`config.mk`:
```
export PLATFORM = sky130hd
export DESIGN_NAME = sorted_priority_queue
export DESIGN_NICKNAME = d
export VERILOG_FILES = /design/src/sv/spq_pkg.sv /design/src/sv/spq_cell.sv /design/src/sv/sorted_priority_queue.sv
export VERILOG_INCLUDE_DIRS = /design/src /design/src/sv
export SDC_FILE = /design/constraint.sdc
export NUM_CORES = 1
export LEC_CHECK = 0
export BUFFER_PORTS_ARGS = -buffer_cell sky130_fd_sc_hd__clkbuf_2
export CAP_MARGIN = 30
export CORE_UTILIZATION = 64
export CTS_CLUSTER_SIZE = 12
export DETAILED_ROUTE_END_ITERATION = 16
export GPL_TIMING_DRIVEN = 0
export PLACE_DENSITY = 0.81
export SYNTH_ARGS = -nofsm -noshare
export SYNTH_HDL_FRONTEND = slang
export SYNTH_HIERARCHICAL = 1
export SYNTH_SLANG_ARGS = --single-unit
```
`constraint.sdc`:
```
create_clock -name clk -period 7.98 [get_ports clk]
set_clock_uncertainty 0.1 [all_clocks]
set_input_delay 0.399 -clock clk [delete_from_list [all_inputs] [get_ports clk]]
set_output_delay 0.399 -clock clk [all_outputs]
set_load 0.05 [all_outputs]
```
`src/sv/sorted_priority_queue_defines.svh`:
```
// Assertion macros used by the sorted priority queue top level.
`ifndef SORTED_PRIORITY_QUEUE_DEFINES_SVH
`define SORTED_PRIORITY_QUEUE_DEFINES_SVH

// Checked on every clock edge once reset is released.
`define SPQ_ASSERT(lbl, prop, msg) \
  lbl: assert property (@(posedge clk) disable iff (!rst_n) prop) else $error(msg);

// Checked on every clock edge, including while reset is asserted.
`define SPQ_ASSERT_ALWAYS(lbl, prop, msg) \
  lbl: assert property (@(posedge clk) prop) else $error(msg);

`endif

```
`src/sv/spq_pkg.sv`:
```
// Types and constants shared by the sorted priority queue modules.
`default_nettype none

package spq_pkg;

  // Number of cells in the chain, one entry each.
  localparam int QUEUE_DEPTH = 16;
  // Width of the entry counter, able to hold QUEUE_DEPTH itself.
  localparam int CNT_W = $clog2(QUEUE_DEPTH + 1);
  localparam int PRIO_W = 8;
  localparam int DATA_W = 8;
  localparam int OCC_W = 5;

  // Request opcodes.
  localparam logic OP_ENQ = 1'b0;
  localparam logic OP_DEQ = 1'b1;

  // Result status codes.
  typedef enum logic [1:0] {
    ST_OK    = 2'd0,
    ST_FULL  = 2'd1,
    ST_EMPTY = 2'd2
  } status_t;

  // One queued entry.
  typedef struct packed {
    logic [PRIO_W-1:0] prio;
    logic [DATA_W-1:0] data;
  } entry_t;

  // Command broadcast to every cell of the chain.
  typedef struct packed {
    logic   enq;
    logic   deq;
    entry_t item;
  } cmd_t;

endpackage

`default_nettype wire

```
`src/sv/spq_cell.sv`:
```
// One compare-and-shift cell of the sorted chain.
`default_nettype none

module spq_cell (
  input  wire logic          clk,
  input  wire spq_pkg::cmd_t cmd,
  input  wire logic          occ,
  input  wire spq_pkg::entry_t left_entry,
  input  wire logic          left_disp,
  input  wire spq_pkg::entry_t right_entry,
  output spq_pkg::entry_t    entry,
  output logic               disp
);
  import spq_pkg::*;

  entry_t entry_r;
  entry_t entry_nxt;

  // The cell is displaced when it is empty or holds a strictly lower priority,
  // so equal priorities stay ahead of the new entry.
  assign disp = !occ || (entry_r.prio < cmd.item.prio);

  // Insert: the first displaced cell takes the new entry, the ones after it
  // take their left neighbor. Remove: every cell takes its right neighbor.
  always_comb begin
    entry_nxt = entry_r;
    if (cmd.enq && disp) begin
      entry_nxt = left_disp ? left_entry : cmd.item;
    end else if (cmd.deq) begin
      entry_nxt = right_entry;
    end
  end

  always_ff @(posedge clk) begin
    entry_r <= entry_nxt;
  end

  assign entry = entry_r;

endmodule

`default_nettype wire

```
`src/sv/sorted_priority_queue.sv`:
```
// Top level of the sorted priority queue built as a chain of shift cells.
//
//  channel | ports                                        | direction
//  --------+----------------------------------------------+----------
//  in      | in_valid, in_ready, in_op, in_item_prio,     | request in
//          | in_item_data                                 |
//  out     | out_valid, out_ready, out_status, out_prio,  | result out
//          | out_data, out_occupancy, out_is_empty,       |
//          | out_is_full                                  |
//
// For each request, every cell compares against the new priority and shifts
// in parallel, and the result is registered in the output register.
// A new request is taken while the previous result is being taken, so
// the block sustains one request per cycle when out_ready stays high.
// Synchronous active-low reset empties the queue; cell contents are not reset.
// When the output register is full and out_ready is low, in_ready drops.
`default_nettype none
`include "sorted_priority_queue_defines.svh"

module sorted_priority_queue (
  input  wire logic                        clk,
  input  wire logic                        rst_n,
  input  wire logic                        in_valid,
  output logic                             in_ready,
  input  wire logic                        in_op,
  input  wire logic [spq_pkg::PRIO_W-1:0]  in_item_prio,
  input  wire logic [spq_pkg::DATA_W-1:0]  in_item_data,
  output logic                             out_valid,
  input  wire logic                        out_ready,
  output logic [1:0]                       out_status,
  output logic [spq_pkg::PRIO_W-1:0]       out_prio,
  output logic [spq_pkg::DATA_W-1:0]       out_data,
  output logic [spq_pkg::OCC_W-1:0]        out_occupancy,
  output logic                             out_is_empty,
  output logic                             out_is_full
);
  import spq_pkg::*;

  localparam logic [CNT_W-1:0] FULL_CNT = CNT_W'(QUEUE_DEPTH);
  localparam logic [CNT_W-1:0] ONE_CNT  = CNT_W'(1);

  logic             in_fire;
  logic             is_full_now;
  logic             is_empty_now;
  cmd_t             cmd;
  entry_t           cell_entry [QUEUE_DEPTH];
  logic             cell_disp  [QUEUE_DEPTH];

  logic [CNT_W-1:0] count_r, count_nxt;
  logic             out_valid_r, out_valid_nxt;
  status_t          status_r, status_nxt;
  entry_t           head_r, head_nxt;

  assign in_ready     = !out_valid_r || out_ready;
  assign in_fire      = in_valid && in_ready;
  assign is_full_now  = (count_r == FULL_CNT);
  assign is_empty_now = (count_r == '0);

  // Command to the chain; requests that fail leave the cells untouched.
  always_comb begin
    cmd.enq       = in_fire && (in_op == OP_ENQ) && !is_full_now;
    cmd.deq       = in_fire && (in_op == OP_DEQ) && !is_empty_now;
    cmd.item.prio = in_item_prio;
    cmd.item.data = in_item_data;
  end

  // Chain of cells: cell 0 holds the head, occupied cells form a prefix.
  for (genvar i = 0; i < QUEUE_DEPTH; i++) begin : g_cell
    localparam logic [CNT_W-1:0] IDX = CNT_W'(i);
    logic   occ;
    entry_t left_entry;
    logic   left_disp;
    entry_t right_entry;

    assign occ = (IDX < count_r);

    if (i == 0) begin : g_first
      assign left_entry = cmd.item;
      assign left_disp  = 1'b0;
    end else begin : g_mid
      assign left_entry = cell_entry[i-1];
      assign left_disp  = cell_disp[i-1];
    end

    if (i == QUEUE_DEPTH - 1) begin : g_last
      assign right_entry = cell_entry[i];
    end else begin : g_inner
      assign right_entry = cell_entry[i+1];
    end

    spq_cell u_cell (
      .clk         (clk),
      .cmd         (cmd),
      .occ         (occ),
      .left_entry  (left_entry),
      .left_disp   (left_disp),
      .right_entry (right_entry),
      .entry       (cell_entry[i]),
      .disp        (cell_disp[i])
    );
  end

  // Next count, status and result fields for the accepted request.
  always_comb begin
    count_nxt     = count_r;
    status_nxt    = status_r;
    head_nxt      = head_r;
    out_valid_nxt = out_valid_r && !out_ready;
    if (in_fire) begin
      out_valid_nxt = 1'b1;
      status_nxt    = ST_OK;
      head_nxt      = '0;
      if (in_op == OP_ENQ) begin
        if (is_full_now) begin
          status_nxt = ST_FULL;
        end else begin
          count_nxt = count_r + ONE_CNT;
        end
      end else begin
        if (is_empty_now) begin
          status_nxt = ST_EMPTY;
        end else begin
          head_nxt  = cell_entry[0];
          count_nxt = count_r - ONE_CNT;
        end
      end
    end
  end

  always_ff @(posedge clk) begin
    if (!rst_n) begin
      count_r     <= '0;
      out_valid_r <= 1'b0;
    end else begin
      count_r     <= count_nxt;
      out_valid_r <= out_valid_nxt;
    end
    status_r <= status_nxt;
    head_r   <= head_nxt;
  end

  // Occupancy flags follow the held count, which only moves with a result.
  assign out_valid     = out_valid_r;
  assign out_status    = status_r;
  assign out_prio      = head_r.prio;
  assign out_data      = head_r.data;
  assign out_occupancy = OCC_W'(count_r);
  assign out_is_empty  = (count_r == '0);
  assign out_is_full   = (count_r == FULL_CNT);

  // Checks on the count and the ordering held in the chain.
  `SPQ_ASSERT(a_count_bound, count_r <= FULL_CNT, "entry count exceeds depth")
  `SPQ_ASSERT(a_head_sorted,
              (count_r >= CNT_W'(2)) |-> (cell_entry[0].prio >= cell_entry[1].prio),
              "head is not the highest priority")
  `SPQ_ASSERT(a_full_flag,
              (out_valid_r && (status_r == ST_FULL)) |-> out_is_full,
              "full status while queue not full")
  `SPQ_ASSERT(a_deq_count,
              (in_fire && (in_op == OP_DEQ) && !is_empty_now) |=>
                (count_r == $past(count_r) - ONE_CNT),
              "dequeue did not lower the count")
  `SPQ_ASSERT_ALWAYS(a_reset_empty,
                     !rst_n |=> (count_r == '0) && !out_valid_r,
                     "reset did not empty the queue")

endmodule

`default_nettype wire
```
# Word-level counts from Yosys, hierarchy flattened
# Cells that the tools add are included.
# W data, S select, Z words.
# totals
inputBits	21
output_inout_bits	27
regBits	280
# classes
magnitude_cmp	32
reduce_logical	77
add_sub_neg	2
n_eq_ne	3
mux	52
n_bitwise	1
# op_table
cell	n
$mux W16	45
$lt A8 B8 Y1	16
$lt A4 B5 Y1 const A	8
$reduce_bool A2 Y1	15
$logic_and A1 B1 Y1	22
$logic_not A1 Y1	20
$lt A3 B5 Y1 const A	4
$logic_or A1 B1 Y1	17
$mux W5	3
$lt A1 B5 Y1 const A	2
$lt A2 B5 Y1 const A	2
$add A5 B1 Y5 const B	1
$eq A5 B5 Y1 const B	1
$logic_not A5 Y1	1
$sub A5 B1 Y5 const B	1
$mux W2	2
$ne A2 B2 Y1 const B	2
$reduce_and A3 Y1	1
$mux W1	2
$reduce_or A2 Y1	1
$not A1 Y1	1

# Depth between registers and ports, before layout
# Gate-level depths: netlist of the first run.
# depth
word_depth	7
mapped_depth	11
mapped_depth_nobuf	9

# Hierarchy
# The synthesis of the first run kept the hierarchy.
# modules_own_cells
module	cells_per_inst	area_per_inst_um2	n_inst	seq_area_each_um2
spq_cell	86	1126.1	16	480.5
sorted_priority_queue	115	1256.2	1	660.6

# Worst setup path after synthesis of the first run
# No wires, ideal clock.
# synth_path
kind	register to register
startpoint	reg count_r[1] (netlist: out_occupancy[1])
endpoint	reg g_cell[0].u_cell.entry_r, in the netlist g_cell[0].u_cell/entry[0], enable pin
path_slack_ns	0.883
synth_period_minus_slack_ns	7.097
setup_ns	0.375
arrival_ns	6.622
stages_incl_launch_ff	11
required_time_ns	7.505
path_buffers	2
cell_sequence	dfxtp_1 clkbuf_1 inv_1 ha_1 nor3b_1 and2_1 nor3_1 nor3b_2 a22oi_4 buf_6 nand2b_1
# synth_lines
element	line	rtl
start, declared	sorted_priority_queue.sv:49	logic [CNT_W-1:0] count_r, count_nxt;
start signal, assigned	sorted_priority_queue.sv:135	count_r <= count_nxt;
end signal, assigned	spq_cell.sv:35	entry_r <= entry_nxt;
end, declared	spq_cell.sv:16	entry_t entry_r;

==> results.txt, run 1 <==
----------------------------------------------------
[Run status]
  Outcome ... complete, but fails checks
  Violations in the final reports ... design-rule violations

[Floorplanning]
  Core region area ... 29600 um2
  Chip Height ... 175 um
  Die X-Extent ... 175 um
  Initial Util ... 65.0%
  Standard-cell rows ... 63
  I/O pin count ... 48
  Full die area ... 30800 um2

[Cells and area]
  Highest-count cells in the layout ignoring fill and taps ... 274 x sky130_fd_sc_hd__edfxtp_1, 256 x sky130_fd_sc_hd__mux2_2, 144 x sky130_fd_sc_hd__mux2_4, 122 x sky130_fd_sc_hd__nand2_1, 119 x sky130_fd_sc_hd__inv_1
  Total number of nets in the final design ... 1713
  Leading cell type in the layout, fill and taps excluded ... sky130_fd_sc_hd__edfxtp_1
  Ratio of cells with drive above 1 in the final layout ... 38.7%
  Core Util, Final ... 71.0%
  Total inserted antenna cells ... 0
  Area Overhead vs Synth ... 9.28%
  Filler cell count in the final layout ... 2073

[Global routing]
  Vias in the first global route ... 12956
  Remaining global-route overflow ... 0
  Largest net degree at the start of global routing ... 34
  All-Layer GR Usage ... 29.9%
  Number of antenna violations at the first check in global routing ... 0
  First-pass GRT wire length ... 71.2 mm

[Place]
  DP HPWL ... 32.9 mm
  # port buffers ... 46
  Gpl congestion ... 0.808

[Power]
  Switching power share of the total ... 32.7%
  Static leakage ... 9.03 nW
  Max VDD drop ... 210 uV
  Clk network pwr share ... 23.2%
  Sequential share of power ... 40.4%
  Internal portion of total power ... 0.00410 W
  Power density of the placed cells ... 289 nW/um2
  Total net switching power ... 0.00199 W
  Portion of total power attributed to combinational logic ... 36.4%

[Detailed routing]
  Detail-routed net length per standard cell ... 22.7 um
  Post-DR vias/cell ... 6.18
  ANT nets after route ... 0
  Initial detailed-routing violation count ... 1013
  First-pass DRT Iterations ... 11
  Via count ... 12309
  Final wirelength ... 45.3 mm
  # DRC ... 2

[Timing]
  Relative slew slack ... 38.4%
  Unrepaired setup endpoints after global routing ... no
  Part of the cycle the worst path needs ... 51.9%
  Least-Margin Pin Slew ... 924 ps
  Max-slew violation total from the final report ... 0
  Final setup violation count ... 0
  Crit path time final ... 4140 ps
  Hold Vio Cnt, Final ... 0
  TNS Setup ... 0 ps
  Highest attainable clock frequency ... 241 MHz

[Clock network]
  CTS buffer count ... 31
  Later-pin clock latency in the skew report ... 580 ps
  Cell chosen for the clock root ... sky130_fd_sc_hd__clkbuf_16
  TritonCTS clock tree ... built
  Clk buf depth ... 3
  Number of clock sinks ... 280
  H-tree depth ... 1
  Clock transition at path regs ... 60 ps
  Post-cts resize count ... 0
  Buffers inserted by post-CTS timing repair ... 0

[Worst hold path]
  Class of the tightest hold or removal check ... in2reg

[Critical path]
  Length in cells of the worst reg-to-reg path ... 9
  Capture point of the worst reg-to-reg path ... g_cell[4].u_cell/entry[11]
  Category of the most critical setup path ... reg2reg
  Endpoint of the most critical setup path ... g_cell[4].u_cell/entry[11]
  Endpoint type of the worst setup path ... flop
  Flop-to-flop setup slack ... 3840 ps
  Worst Setup SP ... out_occupancy[1]
  Type of element launching the critical path ... flop
  Required time worst endpoint ... 8060 ps
  Data arrival, critical path ... 4230 ps
  Highest net fanout along the worst path ... 16
  Beginning of the worst register-to-register path ... out_occupancy[1]

[Synth]
  Cell Area, Synth ... 19300 um2
  Cells after synthesis ... 1489
  Yosys warnings ... 6
  Average cell area after synthesis ... 12.9 um2

[Flow run]
  Number of maximum-capacitance violations ... 0

----------------------------------------------------
==> metal layers <==
layer | global-route usage, % | up-vias | wire length, um
met1 | 38.0 | 6150 | 19000
met5 | 0 | - | 0
met4 | 9.28 | 0 | 1250
met2 | 53.4 | 333 | 23000
li1 | - | 5725 | -
met3 | 3.38 | 101 | 1990
==> worst max-delay path, stage by stage (launching register included) <==
cell and delay (ps):
sky130_fd_sc_hd__dfxtp_1 360, sky130_fd_sc_hd__clkbuf_1 360, sky130_fd_sc_hd__inv_1 170, sky130_fd_sc_hd__ha_1 240, sky130_fd_sc_hd__or3b_4 260, sky130_fd_sc_hd__nor2_2 50
sky130_fd_sc_hd__nor2b_2 290, sky130_fd_sc_hd__clkbuf_1 370, sky130_fd_sc_hd__and2_1 730, sky130_fd_sc_hd__nand2b_1 800
==> cell type report <==
class | instances | area, um2 | area share [%]
clock buffers | 43 | 871 | 4.14
clock inverters | 14 | 123 | 0.583
plain buffers | 56 | 347 | 1.65
well taps | 390 | 488 | 2.32
repair buffers | 51 | 285 | 1.36
flip-flops and latches | 280 | 8350 | 39.7
multi-input cells | 1038 | 10100 | 48.2
inverters | 119 | 447 | 2.12
==> flip-flops by register name (all words and copies together) (netlist names) <==
| name | cells |
|---|---|
| g_cell.u_cell/entry | 256 |
| out_data | 8 |
| out_occupancy | 5 |
| out_prio | 8 |
| out_status | 2 |
| out_valid | 1 |
==> stage by stage <==
| stage | cells | setup WS [ps] | hold slack [ps] | area [um2] | total power, W |
|---|---|---|---|---|---|
| global route | 1991 | 3620 | 20.2 | 21000 | 0.00637 |
| detailed placement | 1933 | 3890 | 463 | 20000 | 0.00466 |
| finish | 1991 | 3840 | 27.7 | 21000 | 0.00609 |
| global placement | 1929 | -638 | 452 | 20000 | 0.00457 |
| floorplan | 1493 | 883 | 418 | 19300 | 0.00410 |
| CTS | 1991 | 3870 | 6.85 | 21000 | 0.00610 |
==> worst min path at each step <==
stage	startpoint	end	depth (start not counted)
floorplan	g_cell[0].u_cell/entry[0]	out_data[0]	1
global placement	g_cell[15].u_cell/entry[5]	g_cell[14].u_cell/entry[5]	1
detailed placement	g_cell[15].u_cell/entry[0]	g_cell[14].u_cell/entry[0]	1
CTS	rst_n	out_occupancy[1]	2
global route	rst_n	out_occupancy[1]	2
finish	rst_n	out_occupancy[1]	2
==> timing repair <==
item / in CTS / in global routing
hold buffers: 1 / 0
endpoints found under the hold margin: 1 / 0
endpoints found under the setup margin: 0 / 0
==> power groups by stage <==
stage	Sequential, W	Combinational, W	Clock, W
floorplan	0.00239	0.00171	0
global placement	0.00248	0.00209	0
detailed placement	0.00249	0.00218	0
CTS	0.00246	0.00220	0.00144
global route	0.00250	0.00239	0.00148
finish	0.00246	0.00222	0.00141
Note: power is estimated with default switching activity, not from simulation.
==> run 2, diff against run 1 <==
==> constraint.sdc (replaced) <==
create_clock -name clk -period 4.3 [get_ports clk]
set_clock_uncertainty 0.1 [all_clocks]
set_input_delay 0.215 -clock clk [delete_from_list [all_inputs] [get_ports clk]]
set_output_delay 0.215 -clock clk [all_outputs]
set_load 0.05 [all_outputs]
==> run 2 against run 1 <==
Net effect:
- the run now ends clean
- register-to-register slack lost 3400 ps
- combinational power grew 86%
- sequential share of layout area is essentially flat
- core utilization is essentially flat
- cell area is essentially flat
- count of clock-buffer cells in the layout shrank 7
- total power grew 83%
- first-iteration DRC count shrank 13%
- largest cell class unchanged
- largest power group unchanged
==> results.txt, run 2 (same netlist as run 1, synthesis figures left out) <==
----------------------------------------------------
[Run status]
  Outcome ... complete, no violations (was complete, but fails checks)

[Floorplanning]
  Die X-Extent ... 175 um (unchanged)
  Standard-cell rows ... 63 (unchanged)
  Chip Height ... 175 um (unchanged)
  Core region area ... 29600 um2 (unchanged)
  Initial Util ... 65.0% (unchanged)
  Full die area ... 30800 um2 (unchanged)
  I/O pin count ... 48 (unchanged)

[Global routing]
  Vias in the first global route ... 13029 (was 12956)
  GR Layer Usage met1 ... 38.1% (was 38.0%)
  Global routing met3 resource utilization ... 3.42% (was 3.38%)
  Remaining global-route overflow ... 0 (unchanged)
  All-Layer GR Usage ... 29.9% (about the same)
  Largest net degree at the start of global routing ... 34 (unchanged)
  First-pass GRT wire length ... 71.3 mm (was 71.2 mm)
  Global-route met2 utilization ... 53.2% (was 53.4%)
  Number of antenna violations at the first check in global routing ... 0 (unchanged)
  Most utilized layer in the global route result ... met2 (unchanged)

[Critical path]
  Type of element launching the critical path ... flop (unchanged)
  Required time worst endpoint ... 4400 ps (was 8060 ps)
  Critical Path Most Common Cell ... sky130_fd_sc_hd__clkbuf_1 (unchanged)
  Slowest-stage cell, CP ... sky130_fd_sc_hd__and2_1 (was sky130_fd_sc_hd__nand2b_1)
  Endpoint type of the worst setup path ... flop (unchanged)
  Chain of cells forming the critical path ... clkbuf_1 > inv_1 > ha_1 > or3b_4 > nor2_2 > nor2b_2 > clkbuf_1 > and2_1 > nand2b_2 (was clkbuf_1 > inv_1 > ha_1 > or3b_4 > nor2_2 > nor2b_2 > clkbuf_1 > and2_1 > nand2b_1)
  Highest net fanout along the worst path ... 16 (unchanged)
  Critical Path Max Stage Delay ... 700 ps (was 800 ps)
  Category of the most critical setup path ... reg2reg (unchanged)
  Data arrival, critical path ... 3960 ps (was 4230 ps)

[Detailed routing]
  First-pass DRT Iterations ... 6 (was 11)
  Post-DR vias/cell ... 6.16 (was 6.18)
  Final wirelength ... 45.2 mm (was 45.3 mm)
  Via count ... 12271 (was 12309)
  ANT nets after route ... 0 (unchanged)
  # DRC ... 0 (was 2)
  Initial detailed-routing violation count ... 879 (was 1013)
  Detail-routed net length per standard cell ... 22.7 um (about the same)

[Power]
  Static leakage ... 9.00 nW (was 9.03 nW)
  Power density of the placed cells ... 529 nW/um2 (was 289 nW/um2)
  Internal portion of total power ... 0.00746 W (was 0.00410 W)
  Clk network pwr share ... 22.0% (was 23.2%)
  Sequential share of power ... 40.9% (was 40.4%)
  Portion of total power attributed to combinational logic ... 37.2% (was 36.4%)
  Switching power share of the total ... 33.0% (was 32.7%)
  Max VDD drop ... 346 uV (was 210 uV)
  PnR Total Power ... 0.0111 W (was 0.00609 W)
  Total net switching power ... 0.00368 W (was 0.00199 W)

[Cells and area]
  Area Overhead vs Synth ... 9.33% (was 9.28%)
  Max reg flops ... 256 (unchanged)
  Highest-count cells in the layout ignoring fill and taps ... 274 x sky130_fd_sc_hd__edfxtp_1, 256 x sky130_fd_sc_hd__mux2_2, 144 x sky130_fd_sc_hd__mux2_4, 122 x sky130_fd_sc_hd__nand2_1, 119 x sky130_fd_sc_hd__inv_1 (unchanged)
  Filler cell count in the final layout ... 2052 (was 2073)
  Total inserted antenna cells ... 0 (unchanged)
  Leading cell type in the layout, fill and taps excluded ... sky130_fd_sc_hd__edfxtp_1 (unchanged)
  Total number of nets in the final design ... 1715 (was 1713)
  Ratio of cells with drive above 1 in the final layout ... 39.4% (was 38.7%)

[Timing]
  Least-Margin Pin Slew ... 867 ps (was 924 ps)
  Unrepaired setup endpoints after global routing ... no (unchanged)
  Part of the cycle the worst path needs ... 89.8% (was 51.9%)
  TNS Setup ... 0 ps (unchanged)
  Highest attainable clock frequency ... 259 MHz (was 241 MHz)
  Hold Vio Cnt, Final ... 0 (unchanged)
  Relative slew slack ... 42.2% (was 38.4%)
  Crit path time final ... 3860 ps (was 4140 ps)
  Final setup violation count ... 0 (unchanged)
  Max-slew violation total from the final report ... 0 (unchanged)

[Clock network]
  H-tree depth ... 1 (unchanged)
  TritonCTS clock tree ... built (unchanged)
  Clock transition at path regs ... 60 ps (about the same)
  Clk buf depth ... 3 (unchanged)
  Number of clock sinks ... 280 (unchanged)
  Later-pin clock latency in the skew report ... 560 ps (was 580 ps)
  Buffers inserted by post-CTS timing repair ... 0 (unchanged)
  CTS buffer count ... 31 (unchanged)
  Cell chosen for the clock root ... sky130_fd_sc_hd__clkbuf_16 (unchanged)

[Place]
  Gpl congestion ... 0.809 (was 0.808)
  # port buffers ... 46 (unchanged)
  DP HPWL ... 33.1 mm (was 32.9 mm)

[Flow run]
  Number of maximum-capacitance violations ... 0 (unchanged)

[Worst hold path]
  Class of the tightest hold or removal check ... in2reg (unchanged)

----------------------------------------------------
run 2: cell count changes in the layout (fill, tap and decap cells not counted), moves of 4 or more:
cell                            before  now
sky130_fd_sc_hd__clkinv_1            4   11
sky130_fd_sc_hd__clkbuf_8            5    0
sky130_fd_sc_hd__nand2b_1           35   19
sky130_fd_sc_hd__dlygate4sd3_1       1    5
sky130_fd_sc_hd__buf_6              21   17
sky130_fd_sc_hd__nand2b_2            0   16
run 2: worst paths after layout:
path,endpoint,depth (start not counted),slack (ps),from
setup reg to reg,g_cell[10].u_cell/entry[2],9,440,out_occupancy[1]
hold reg to reg,g_cell[5].u_cell/entry[6],1,470,g_cell[6].u_cell/entry[6]
setup / recovery,g_cell[10].u_cell/entry[2],9,440,out_occupancy[1]
hold / removal,out_occupancy[3],5,250,out_ready
run 2: metrics by stage:
| stage | cells | setup WS [ps] | instance area [um2] | utilization, % | hold WS (ps) |
|---|---|---|---|---|---|
| floorplan | 1493 | 31.8 | 19300 | - | 237 |
| global placement | 1929 | -549 | 20100 | 67.7 | 397 |
| detailed placement | 1931 | 444 | 20100 | 67.8 | 409 |
| CTS | 1991 | 401 | 21100 | 71.1 | 220 |
| global route | 1991 | 286 | 21100 | 71.1 | 287 |
| finish | 1991 | 437 | 21100 | 71.1 | 247 |
run 2: per-layer routing:
metal  share of wire [%]  wire length (um)
met5                   0                 0
met4                 3.2              1460
met3                 4.1              1840
met2                  51             23000
met1                  42             18900
run 2: worst max-delay path: cells and delay by family, from the launching register on:
kind                       cells  cell delay (ps)
buffers and inverters          3              880
adders and majority gates      1              250
and+or+nand+nor                5             1900
DFF                            1              340
run 2: power groups by stage:
stage | sequential, W | clock (W) | combinational [W]
2_1_floorplan | 0.00443 | 0 | 0.00319
3_3_place_gp | 0.00459 | 0 | 0.00389
3_5_place_dp | 0.00461 | 0 | 0.00407
4_1_cts | 0.00456 | 0.00247 | 0.00411
5_1_grt | 0.00462 | 0.00257 | 0.00445
6_report | 0.00456 | 0.00245 | 0.00414
run 2: layout make-up:
type / instances / area [um2] / area share (%)
sequential: 280 / 8350 / 39.7
clock inverter: 19 / 110 / 0.523
timing repair buffer: 53 / 335 / 1.59
buffer: 56 / 347 / 1.65
tap: 390 / 488 / 2.32
multi-input combinational: 1038 / 10200 / 48.4
clock buffer: 36 / 795 / 3.77
inverter: 119 / 447 / 2.12
run 2: repair_timing:
action                                 CTS  global route
endpoints found under the hold margin    8             0
hold buffers                             5             0
resized for setup                        0             0
